[src/pts_pkg.sv]
package pts_pkg;

   // Item kinds carried on req_kind; codes 5 to 7 are ignored.
   typedef enum logic [2:0] {
      KIND_TICK    = 3'd0,
      KIND_CREATE  = 3'd1,
      KIND_SUSPEND = 3'd2,
      KIND_RESUME  = 3'd3,
      KIND_DELETE  = 3'd4
   } kind_type;

   typedef enum logic [1:0] {
      ST_IDLE,
      ST_SCAN,
      ST_FLUSH
   } fsm_type;

   localparam int PERIOD_W    = 16;
   localparam int DELAY_W     = 8;
   localparam int SLOT_W      = 3;
   // Most fired beats one tick may report.
   localparam int MAX_RESULTS = 8;

   // One task slot as it travels along the cell row.
   typedef struct packed {
      logic                occupied;
      logic                running;
      logic [PERIOD_W-1:0] period;
      logic [PERIOD_W-1:0] countdown;
   } slot_rec_type;

   // Operation applied to the slot at the head of the row.
   typedef struct packed {
      logic [2:0]          kind;
      logic                hit;
      logic [PERIOD_W-1:0] period;
      logic [DELAY_W-1:0]  first_delay;
   } slot_op_type;

endpackage

[src/pts_cell.sv]
module pts_cell (
   input  logic                  clock,
   input  logic                  reset,
   input  logic                  shift_en,
   input  pts_pkg::slot_rec_type rec_src,
   output pts_pkg::slot_rec_type rec_out
);

   pts_pkg::slot_rec_type rec_ff;
   pts_pkg::slot_rec_type rec_in;

   // Take the neighbor's record on a shift, otherwise hold.
   assign rec_in = shift_en ? rec_src : rec_ff;

   always_ff @(posedge clock) begin
      if (reset) begin
         rec_ff <= '0;
      end else begin
         rec_ff <= rec_in;
      end
   end

   assign rec_out = rec_ff;

endmodule

[src/pts_slot_unit.sv]
module pts_slot_unit (
   input  pts_pkg::slot_rec_type rec_in,
   input  pts_pkg::slot_op_type  op,
   output pts_pkg::slot_rec_type rec_out,
   output logic                  fire
);

   always_comb begin
      rec_out = rec_in;
      fire    = 1'b0;
      unique case (op.kind)
         pts_pkg::KIND_TICK: begin
            if (rec_in.running) begin
               if (rec_in.countdown != '0) begin
                  rec_out.countdown = rec_in.countdown - 16'd1;
               end else if (rec_in.occupied) begin
                  fire              = 1'b1;
                  rec_out.countdown = (rec_in.period == '0) ? '0 : rec_in.period - 16'd1;
               end
            end
         end
         pts_pkg::KIND_CREATE: begin
            if (op.hit && !rec_in.occupied) begin
               rec_out.occupied  = 1'b1;
               rec_out.running   = 1'b1;
               rec_out.period    = op.period;
               rec_out.countdown = {{(pts_pkg::PERIOD_W-pts_pkg::DELAY_W){1'b0}},
                                    op.first_delay};
            end
         end
         pts_pkg::KIND_SUSPEND: begin
            if (op.hit) begin
               rec_out.running = 1'b0;
            end
         end
         pts_pkg::KIND_RESUME: begin
            if (op.hit) begin
               rec_out.running = 1'b1;
            end
         end
         pts_pkg::KIND_DELETE: begin
            if (op.hit) begin
               rec_out.occupied = 1'b0;
            end
         end
         default: begin
            rec_out = rec_in;
         end
      endcase
   end

endmodule

[src/periodic_task_tick_scheduler.sv]
// Every item walks all NUM_SLOTS slots from acceptance to its final result beat; a tick's
// fired beats come out during that walk, lowest slot first. All records rotate once through
// the single update unit at the head of the row, one slot per cycle while the result register
// is free, so one item is in work at a time.
// Synchronous active-high reset clears every slot (not occupied, not running, zero period
// and countdown), empties the result register and returns the sequencer to idle.
module periodic_task_tick_scheduler #(
   parameter int NUM_SLOTS = 8
) (
   input  logic        clock,
   input  logic        reset,
   input  logic        req_valid,
   output logic        req_ready,
   input  logic [2:0]  req_kind,
   input  logic [2:0]  req_slot,
   input  logic [15:0] req_period,
   input  logic [7:0]  req_first_delay,
   output logic        rsp_valid,
   input  logic        rsp_ready,
   output logic        rsp_fired,
   output logic [2:0]  rsp_fired_slot,
   output logic        rsp_last
);

   // Index width of the slot walk; keep at least one bit for a single slot.
   localparam int IW = (NUM_SLOTS > 1) ? $clog2(NUM_SLOTS) : 1;
   // Common width for comparing the walk index against the slot field.
   localparam int CW = (IW > pts_pkg::SLOT_W) ? IW : pts_pkg::SLOT_W;
   // Firings reported per tick; later due slots still reload but stay silent.
   localparam logic [3:0] FIRE_CAP = 4'(pts_pkg::MAX_RESULTS);

   pts_pkg::fsm_type      state_ff, state_in;
   logic [IW-1:0]         idx_ff, idx_in;
   logic [2:0]            kind_ff, kind_in;
   logic [2:0]            slot_ff, slot_in;
   logic [15:0]           period_ff, period_in;
   logic [7:0]            delay_ff, delay_in;
   logic [3:0]            fire_cnt_ff, fire_cnt_in;
   logic                  pend_valid_ff, pend_valid_in;
   logic [2:0]            pend_slot_ff, pend_slot_in;
   logic                  rsp_valid_ff, rsp_valid_in;
   logic                  rsp_fired_ff, rsp_fired_in;
   logic [2:0]            rsp_fired_slot_ff, rsp_fired_slot_in;
   logic                  rsp_last_ff, rsp_last_in;

   logic                  shift_en;
   logic                  out_free;
   logic [CW-1:0]         idx_cw;
   logic [CW-1:0]         slot_cw;
   pts_pkg::slot_op_type  op;
   pts_pkg::slot_rec_type rec_q [NUM_SLOTS];
   pts_pkg::slot_rec_type head_new;
   logic                  head_fire;

   // The slot row: cell k takes from cell k+1, the last cell takes the updated head.
   // After j shifts slot j sits in cell 0; after NUM_SLOTS shifts every slot is home.
   for (genvar k = 0; k < NUM_SLOTS; k++) begin : g_cell
      if (k == NUM_SLOTS - 1) begin : g_tail
         pts_cell u_cell (
            .clock    (clock),
            .reset    (reset),
            .shift_en (shift_en),
            .rec_src  (head_new),
            .rec_out  (rec_q[k])
         );
      end else begin : g_body
         pts_cell u_cell (
            .clock    (clock),
            .reset    (reset),
            .shift_en (shift_en),
            .rec_src  (rec_q[k+1]),
            .rec_out  (rec_q[k])
         );
      end
   end

   assign idx_cw  = CW'(idx_ff);
   assign slot_cw = CW'(slot_ff);

   // Edit commands hit only the slot they name; an out-of-range slot never matches.
   always_comb begin
      op.kind        = kind_ff;
      op.hit         = (kind_ff != pts_pkg::KIND_TICK) && (idx_cw == slot_cw);
      op.period      = period_ff;
      op.first_delay = delay_ff;
   end

   pts_slot_unit u_unit (
      .rec_in  (rec_q[0]),
      .op      (op),
      .rec_out (head_new),
      .fire    (head_fire)
   );

   // The result register may be loaded when empty or when its beat leaves now.
   assign out_free = !rsp_valid_ff || rsp_ready;

   always_comb begin
      state_in          = state_ff;
      idx_in            = idx_ff;
      kind_in           = kind_ff;
      slot_in           = slot_ff;
      period_in         = period_ff;
      delay_in          = delay_ff;
      fire_cnt_in       = fire_cnt_ff;
      pend_valid_in     = pend_valid_ff;
      pend_slot_in      = pend_slot_ff;
      rsp_valid_in      = rsp_valid_ff && !rsp_ready;
      rsp_fired_in      = rsp_fired_ff;
      rsp_fired_slot_in = rsp_fired_slot_ff;
      rsp_last_in       = rsp_last_ff;
      shift_en          = 1'b0;
      req_ready         = 1'b0;
      unique case (state_ff)
         pts_pkg::ST_IDLE: begin
            req_ready = 1'b1;
            if (req_valid) begin
               // Capture the item and start the walk at slot 0.
               kind_in       = req_kind;
               slot_in       = req_slot;
               period_in     = req_period;
               delay_in      = req_first_delay;
               idx_in        = '0;
               fire_cnt_in   = '0;
               pend_valid_in = 1'b0;
               state_in      = pts_pkg::ST_SCAN;
            end
         end
         pts_pkg::ST_SCAN: begin
            // Advance one slot per cycle; hold while a beat is stuck at the output.
            if (out_free) begin
               shift_en = 1'b1;
               if (head_fire && (fire_cnt_ff < FIRE_CAP)) begin
                  // A new firing means the held one is not the last: send it on.
                  if (pend_valid_ff) begin
                     rsp_valid_in      = 1'b1;
                     rsp_fired_in      = 1'b1;
                     rsp_fired_slot_in = pend_slot_ff;
                     rsp_last_in       = 1'b0;
                  end
                  pend_valid_in = 1'b1;
                  pend_slot_in  = idx_cw[2:0];
                  fire_cnt_in   = fire_cnt_ff + 4'd1;
               end
               if (idx_ff == IW'(NUM_SLOTS - 1)) begin
                  state_in = pts_pkg::ST_FLUSH;
               end else begin
                  idx_in = IW'(idx_ff + 1'b1);
               end
            end
         end
         pts_pkg::ST_FLUSH: begin
            // Close the item: the held firing, or one empty beat, marked last.
            if (out_free) begin
               rsp_valid_in      = 1'b1;
               rsp_fired_in      = pend_valid_ff;
               rsp_fired_slot_in = pend_valid_ff ? pend_slot_ff : 3'd0;
               rsp_last_in       = 1'b1;
               state_in          = pts_pkg::ST_IDLE;
            end
         end
         default: begin
            state_in = pts_pkg::ST_IDLE;
         end
      endcase
   end

   always_ff @(posedge clock) begin
      if (reset) begin
         state_ff      <= pts_pkg::ST_IDLE;
         idx_ff        <= '0;
         pend_valid_ff <= 1'b0;
         rsp_valid_ff  <= 1'b0;
      end else begin
         state_ff      <= state_in;
         idx_ff        <= idx_in;
         pend_valid_ff <= pend_valid_in;
         rsp_valid_ff  <= rsp_valid_in;
      end
   end

   always_ff @(posedge clock) begin
      kind_ff           <= kind_in;
      slot_ff           <= slot_in;
      period_ff         <= period_in;
      delay_ff          <= delay_in;
      fire_cnt_ff       <= fire_cnt_in;
      pend_slot_ff      <= pend_slot_in;
      rsp_fired_ff      <= rsp_fired_in;
      rsp_fired_slot_ff <= rsp_fired_slot_in;
      rsp_last_ff       <= rsp_last_in;
   end

   assign rsp_valid      = rsp_valid_ff;
   assign rsp_fired      = rsp_fired_ff;
   assign rsp_fired_slot = rsp_fired_slot_ff;
   assign rsp_last       = rsp_last_ff;

endmodule

[config.mk]
export PLATFORM = sky130hd
export DESIGN_NAME = periodic_task_tick_scheduler
export DESIGN_NICKNAME = d
export VERILOG_FILES = /design/src/pts_pkg.sv /design/src/pts_cell.sv /design/src/pts_slot_unit.sv /design/src/periodic_task_tick_scheduler.sv
export SDC_FILE = /design/constraint.sdc
export NUM_CORES = 1
export LEC_CHECK = 0
export ABC_AREA = 1
export BUFFER_PORTS_ARGS = -buffer_cell sky130_fd_sc_hd__buf_2
export CELL_PAD_IN_SITES_DETAIL_PLACEMENT = 0
export CELL_PAD_IN_SITES_GLOBAL_PLACEMENT = 1
export CORE_MARGIN = 2
export CORE_UTILIZATION = 40
export DETAILED_ROUTE_END_ITERATION = 8
export PLACE_DENSITY = 0.69
export SLEW_MARGIN = 20
export SYNTH_ARGS = -nofsm -noshare
export SYNTH_HDL_FRONTEND = slang
export SYNTH_SLANG_ARGS = --single-unit
[constraint.sdc]
create_clock -name clock -period 2 [get_ports clock]
set_clock_uncertainty 0.05 [all_clocks]
set_input_delay 0.2 -clock clock [delete_from_list [all_inputs] [get_ports clock]]
set_output_delay 0.2 -clock clock [all_outputs]
set_load 0.03 [all_outputs]
==> impl_metrics.yaml, run 1 <==
pwr:
  p_per_area_nw_per_um2: 1827
  p_leak_nw: 6.850
  power.total_w: 0.02848
  peakVddDrop_uv: 639.3
logic_synthesis:
  yosys_warnings: 0
  ys_dominant_reg_cell: "dfxtp_1"
  syn_nets: 1639
  synth_cell_types: 42
  synth_edf_count: 42
  synth.largest_area_cell: "dfxtp_1"
  ys_async_sr_fraction_pct: 0
  syn_avg_cell_area_um2: 8.004
  synth_cells: 1597
  yosysTopAreaCellShare_pct: 43.70
  syn_area_um2: 12780
  seq_area_frac_synth_pct: 53.56
  yosys_register_bits: 321
  synthTopCellsByArea: "dfxtp_1, nor2_1, o21ai_0"
grt:
  use_met1_pct: 29.03
  grt_max_degree: 92
  top_usage_layer: "met1"
  grt_overflow: 0
  grt_pass1_vias: 9965
  use_met3_pct: 2.601
  grt_pass1_wl_um: 52230
  track_usage_pct: 18.93
  gr-usage-met2_pct: 28.12
  antenna_found_initial: 0
sta:
  fin_crit_ps: 1886
  finalCritPeriodShare_pct: 94.28
  setup_violations: 0
  hold_viol: 0
  slew_headroom_pct: 70.17
  max_freq_mhz: 530.3
  finalMaxSlewViolations: 0
  worst_pin_slew_ps: 445.9
clock_tree:
  clk-insertion-delay-late_ps: 500
  cts_max_path_buffers: 3
  clock-sinks: 321
  cts_tree: "yes"
  h-tree-depth: 2
  numCtsBuffers: 36
  clk_pin_slew_ps: 60
  cts_root_buf: "clkbuf_16"
final_layout:
  layout_common_cells: "nor2_1, o21ai_0, dfxtp_1"
  nFillCells: 3093
  fin_util_pct: 49.52
  area_growth_pct: 21.94
  nets: 1739
  final_common_cell: "nor2_1"
  antenna_cells: 0
  drive_above_1_share_pct: 14.28
worst_setup_path:
  cpMostUsedCell: "nand2_1"
  required_ps: 2350
  worstSetupStartpointType: "flop"
  slowest_delay_ps: 310
  crit_slowest_cell: "dfxtp_1"
  cp-end-kind: "flop"
  path_class: "flop to flop"
  cp-startpoint: "g_cell[0].g_body.u_cell.rec_out[0]"
  crit_chain: "inv_1, ha_2, nand2_1, nor2_1, nand3_2, buf_4, a21oi_2, o21ai_0, nand2_1, nand2_1, a21oi_1, nor2_1"
  crit_fanout: 5
  critical_path_arrival_ps: 2230
  r2r-start: "g_cell[0].g_body.u_cell.rec_out[0]"
min_path:
  worstHoldStart: "req_valid"
  hp-class: "input pin to flop"
detailed_routing:
  routedWlPerCell_um: 15.27
  drc: 0
  via_per_inst: 4.976
  drt_iter0_drc: 687
  postRouteAntennaNets: 0
  vias: 10570
  drt_pass1_iterations: 5
  wl_um: 32450
run_status:
  status: "finished clean"
floorplan:
  io_pins: 41
  rows: 65
  die_x_um: 182.8
  die-height_um: 182.8
  core_area_um2: 31470
  dieArea_um2: 33400
  initial_core_util_pct: 40.61
flow_run:
  cap_violations: 0
placement:
  place.gp.congestion: 0.8729
  dpl.hpwl_um: 19850
  portBuffers: 40
==> area by class of cell <==
class / instances / area, um2 / area share (%)
inverter: 86 / 342.8 / 2.200
clock inverter: 11 / 77.57 / 0.4977
multi-input combinational: 1091 / 5283 / 33.89
clock buffer: 53 / 1096 / 7.032
sequential: 321 / 6847 / 43.93
timing repair buffer: 161 / 1438 / 9.224
tap: 402 / 503.0 / 3.227
==> cell families after synthesis <==
family	after synthesis	synth area share, %
adder cells (fa/ha/maj)	8	0.7831
buffers and inverters	185	6.020
AND/OR/NAND/NOR	628	19.64
AO/OA/AOI/OAI	435	18.63
flip-flops	321	53.56
XOR/XNOR	20	1.370
==> through the flow <==
stage	setup TNS (ps)	cells	setup WS [ps]	hold slack, ps	area, um2
2_1_floorplan	0	1597	36.36	248.9	12780
3_3_place_gp	-42.23	2023	-42.23	326.2	13870
3_5_place_dp	-34.93	2023	-34.93	328.1	13870
4_1_cts	0	2118	14.76	55.28	15370
5_1_grt	-11.61	2125	-4.712	113.4	15590
6_report	0	2125	114.4	65.90	15590
==> where the power goes <==
part	switching, W	internal [W]
clock	0.00257	0.00391
combinational	0.00725	0.00439
sequential	0.00132	0.00904
total	0.0111	0.0173
==> flip-flops by register name, indices dropped and copies added, names as in the netlist, 3 cells and up <==
name / count
slot_cw: 3
pend_slot_ff: 3
period_ff: 16
rsp_fired_slot: 3
kind_ff: 3
delay_ff: 8
idx_cw: 3
fire_cnt_ff: 4
g_cell.g_tail.u_cell.rec_out: 34
g_cell.g_body.u_cell.rec_out: 238
==> critical path, delay by kind of cell, from the launching register on <==
kind / cells / cell delay [ps]
AO/OA/AOI/OAI: 3 / 390
adder cells (fa/ha/maj): 1 / 200
buffers and inverters: 2 / 280
flip-flops: 1 / 310
AND/OR/NAND/NOR: 6 / 560
==> Yosys cell counts (2+ instances only) <==
library cell / instances
nor3_1: 5
nor2_4: 3
nand2_1: 107
inv_2: 2
inv_4: 3
nor2_2: 3
edfxtp_1: 42
o211ai_2: 16
xor2_1: 16
ha_1: 8
o211ai_1: 21
a21boi_0: 3
nand3_1: 26
clkbuf_1: 64
inv_1: 80
buf_2: 30
o21ai_0: 293
dfxtp_1: 279
nor2_1: 467
nor4_1: 2
a32oi_1: 2
nand4_1: 4
buf_6: 4
a21oi_1: 95
nand2_2: 2
xnor2_1: 4
==> worst paths after layout <==
check	endpoint	slack (ps)	cells after the start
min reg2reg	g_cell[3].g_body.u_cell.rec_out[9]	420	2
max	g_cell[7].g_tail.u_cell.rec_out[1]	110	12
min	pend_valid_ff	70	4
max reg2reg	g_cell[7].g_tail.u_cell.rec_out[1]	110	12
==> what timing repair did <==
action	in CTS	in global routing
gates resized for setup	4	39
cloned	0	3
hold buffers	31	0
pin swaps	0	3
endpoints found under the hold margin	37	0
endpoints found under the setup margin	2	98
setup buffers	0	4
==> layer usage <==
layer | wire length, um | up-vias
met5 | 0 | -
met1 | 17130 | 4888
met4 | 602 | 0
li1 | - | 5470
met2 | 13520 | 169
met3 | 1202 | 47
Note: power is estimated with default switching activity, not from simulation.
==> inputs of run 2 (changes only) <==
--- a/config.mk
+++ b/config.mk
@@ -12,7 +12,8 @@
 export CORE_MARGIN = 2
 export CORE_UTILIZATION = 40
 export DETAILED_ROUTE_END_ITERATION = 8
-export PLACE_DENSITY = 0.69
+export PLACE_DENSITY = 0.66
+export REMOVE_ABC_BUFFERS = 1
 export SLEW_MARGIN = 20
 export SYNTH_ARGS = -nofsm -noshare
 export SYNTH_HDL_FRONTEND = slang
==> constraint.sdc (replaced) <==
create_clock -name clock -period 1.9 [get_ports clock]
set_clock_uncertainty 0.05 [all_clocks]
set_input_delay 0.19 -clock clock [delete_from_list [all_inputs] [get_ports clock]]
set_output_delay 0.19 -clock clock [all_outputs]
set_load 0.03 [all_outputs]
==> run 2 against run 1 <==
- setup slack got worse by 110 ps
- non-clock buffer count is 53 higher
- largest power group unchanged
- sequential power increased by 4%
- maximum frequency shrank 0.58%
- cell count rose by 2.8%
- die area unchanged
- global-route usage decreased by 0.55 points
==> impl_metrics.yaml, run 2 (synthesized netlist as in run 1, its figures left out) <==
grt:
  grt_pass1_vias: 10160
  grt_overflow: 0
  track_usage_pct: 18.39
  grt_pass1_wl_um: 50940
  grt_max_degree: 74
  antenna_found_initial: 0
final_layout:
  nFillCells: 3030
  area_growth_pct: 28.43
  largest_reg_flops: 238
  instances_no_fill: 2184
  antenna_cells: 0
  final_common_cell: "nor2_1"
  fin_util_pct: 52.16
  layout_common_cells: "nor2_1, o21ai_0, dfxtp_1"
  nets: 1797
  drive_above_1_share_pct: 19.75
floorplan:
  io_pins: 41
  initial_core_util_pct: 40.61
  rows: 65
  core_area_um2: 31470
  die_x_um: 182.8
  die-height_um: 182.8
  dieArea_um2: 33400
detailed_routing:
  drt_pass1_iterations: 5
  wl_um: 32290
  routedWlPerCell_um: 14.79
  vias: 10820
  drt_iter0_drc: 489
  postRouteAntennaNets: 0
  drc: 0
  via_per_inst: 4.955
pwr:
  p_per_area_nw_per_um2: 1923
  p_comb_share_pct: 43.6
  pwr-share-seq_pct: 34.2
  pwr-share-clk_pct: 22.2
  peakVddDrop_uv: 884.3
  sw_frac_of_total_pct: 38.53
  p_int_w: 0.01940
  p_leak_nw: 7.285
  p_sw_w: 0.01216
sta:
  hold-worst-slack_ps: 53.45
  rsz0062_at_grt: "true"
  max_freq_mhz: 527.3
  finalCritPeriodShare_pct: 99.82
  fin_crit_ps: 1897
  hold_viol: 0
  worst_pin_slew_ps: 407.1
  finalMaxSlewViolations: 0
  slew_headroom_pct: 72.69
  setup_ws_ps: 3.482
  setup_violations: 0
clock_tree:
  cts_max_path_buffers: 3
  h-tree-depth: 2
  clk-insertion-delay-late_ps: 520
  cts_tree: "yes"
  cts_root_buf: "clkbuf_16"
  numCtsBuffers: 37
  clock-sinks: 321
  clk_pin_slew_ps: 60
worst_setup_path:
  r2r-start: "kind_ff[2]"
  reg2reg_to: "rsp_fired_slot[2]"
  required_ps: 2080
  cp-end-kind: "flop"
  endpoint: "rsp_fired_slot[2]"
  critical_path_arrival_ps: 2080
  reg2regPathDepth: 7
  r2r_setup_slack_ps: 3
  crit_fanout: 5
  cp-startpoint: "kind_ff[2]"
  worstSetupStartpointType: "flop"
  path_class: "flop to flop"
placement:
  dp_slack_ps: -211.8
  place.gp.congestion: 0.8540
  dpl.hpwl_um: 19750
  portBuffers: 40
  dp_cells: 2063
min_path:
  min_path_cells: 4
  hp-class: "input pin to flop"
run_status:
  status: "finished clean"
flow_run:
  cap_violations: 0
## run 2: changes by cell type in the layout (fill, tap and decap cells not counted), moves of 5 or more
cell	delta
buf_4	+41
nand2_1	-23
nand2_2	+13
buf_6	+9
nand2_4	+9
clkbuf_1	+8
inv_1	-6
inv_2	+6
clkbuf_8	-5
## run 2: cell type report
type,instances,area (um2),area share [%]
timing repair buffer,214,1892,11.52
timing repair inverter,4,78.83,0.4802
inverter,86,371.6,2.264
clock inverter,8,96.34,0.5869
multi-input combinational,1091,5515,33.60
tap,402,503.0,3.064
sequential,321,6852,41.74
clock buffer,58,1107,6.745
## run 2: power by group through the flow
stage          sequential [W]  combinational (W)  clock [W]
2_1_floorplan         0.00966            0.00515          0
3_3_place_gp           0.0108             0.0123          0
3_5_place_dp           0.0108             0.0123          0
4_1_cts                0.0108             0.0126    0.00722
5_1_grt                0.0111             0.0154    0.00750
6_report               0.0108             0.0138    0.00701
## run 2: how the worst min path moves through the flow
stage	startpoint	end	slack [ps]
2_1_floorplan	reset	g_cell[7].g_tail.u_cell.rec_out[11]	210
3_5_place_dp	req_period[2]	period_ff[2]	320
5_1_grt	req_valid	pend_valid_ff	40
3_3_place_gp	req_period[14]	period_ff[14]	320
4_1_cts	req_valid	pend_valid_ff	40
6_report	req_valid	pend_valid_ff	50
## run 2: what timing repair did
item	CTS	global route
endpoints found under the hold margin	37	0
pin swaps	6	29
hold buffers	31	0
gates cloned	0	5
endpoints found under the setup margin	41	104
gates resized for setup	20	128
buffers inserted	2	18
## run 2: per-stage QoR
| stage | total power (W) | TNS (ps) | cell area [um2] |
|---|---|---|---|
| 2_1_floorplan | 0.01480 | -1992500 | 12340 |
| 3_3_place_gp | 0.02312 | -2472 | 14210 |
| 3_5_place_dp | 0.02317 | -3446 | 14210 |
| 4_1_cts | 0.03060 | 0 | 15800 |
| 5_1_grt | 0.03404 | -2273 | 16420 |
| 6_report | 0.03157 | 0 | 16420 |
## run 2: per-layer routing
metal / global-route usage (%) / share of wire [%]
met1: 25.04 / 48
met2: 30.07 / 47
met3: 3.058 / 3.3
met4: 5.516 / 2.4
met5: 0 / 0
## run 2: worst max-delay path, stage by stage (launching register included)
cell and delay [ps]:
edfxtp_1 380, or2_4 290, nor2_8 90, nand4_1 200, o21ai_2 280, nand2_1 70, nor2_1 100, buf_4 150
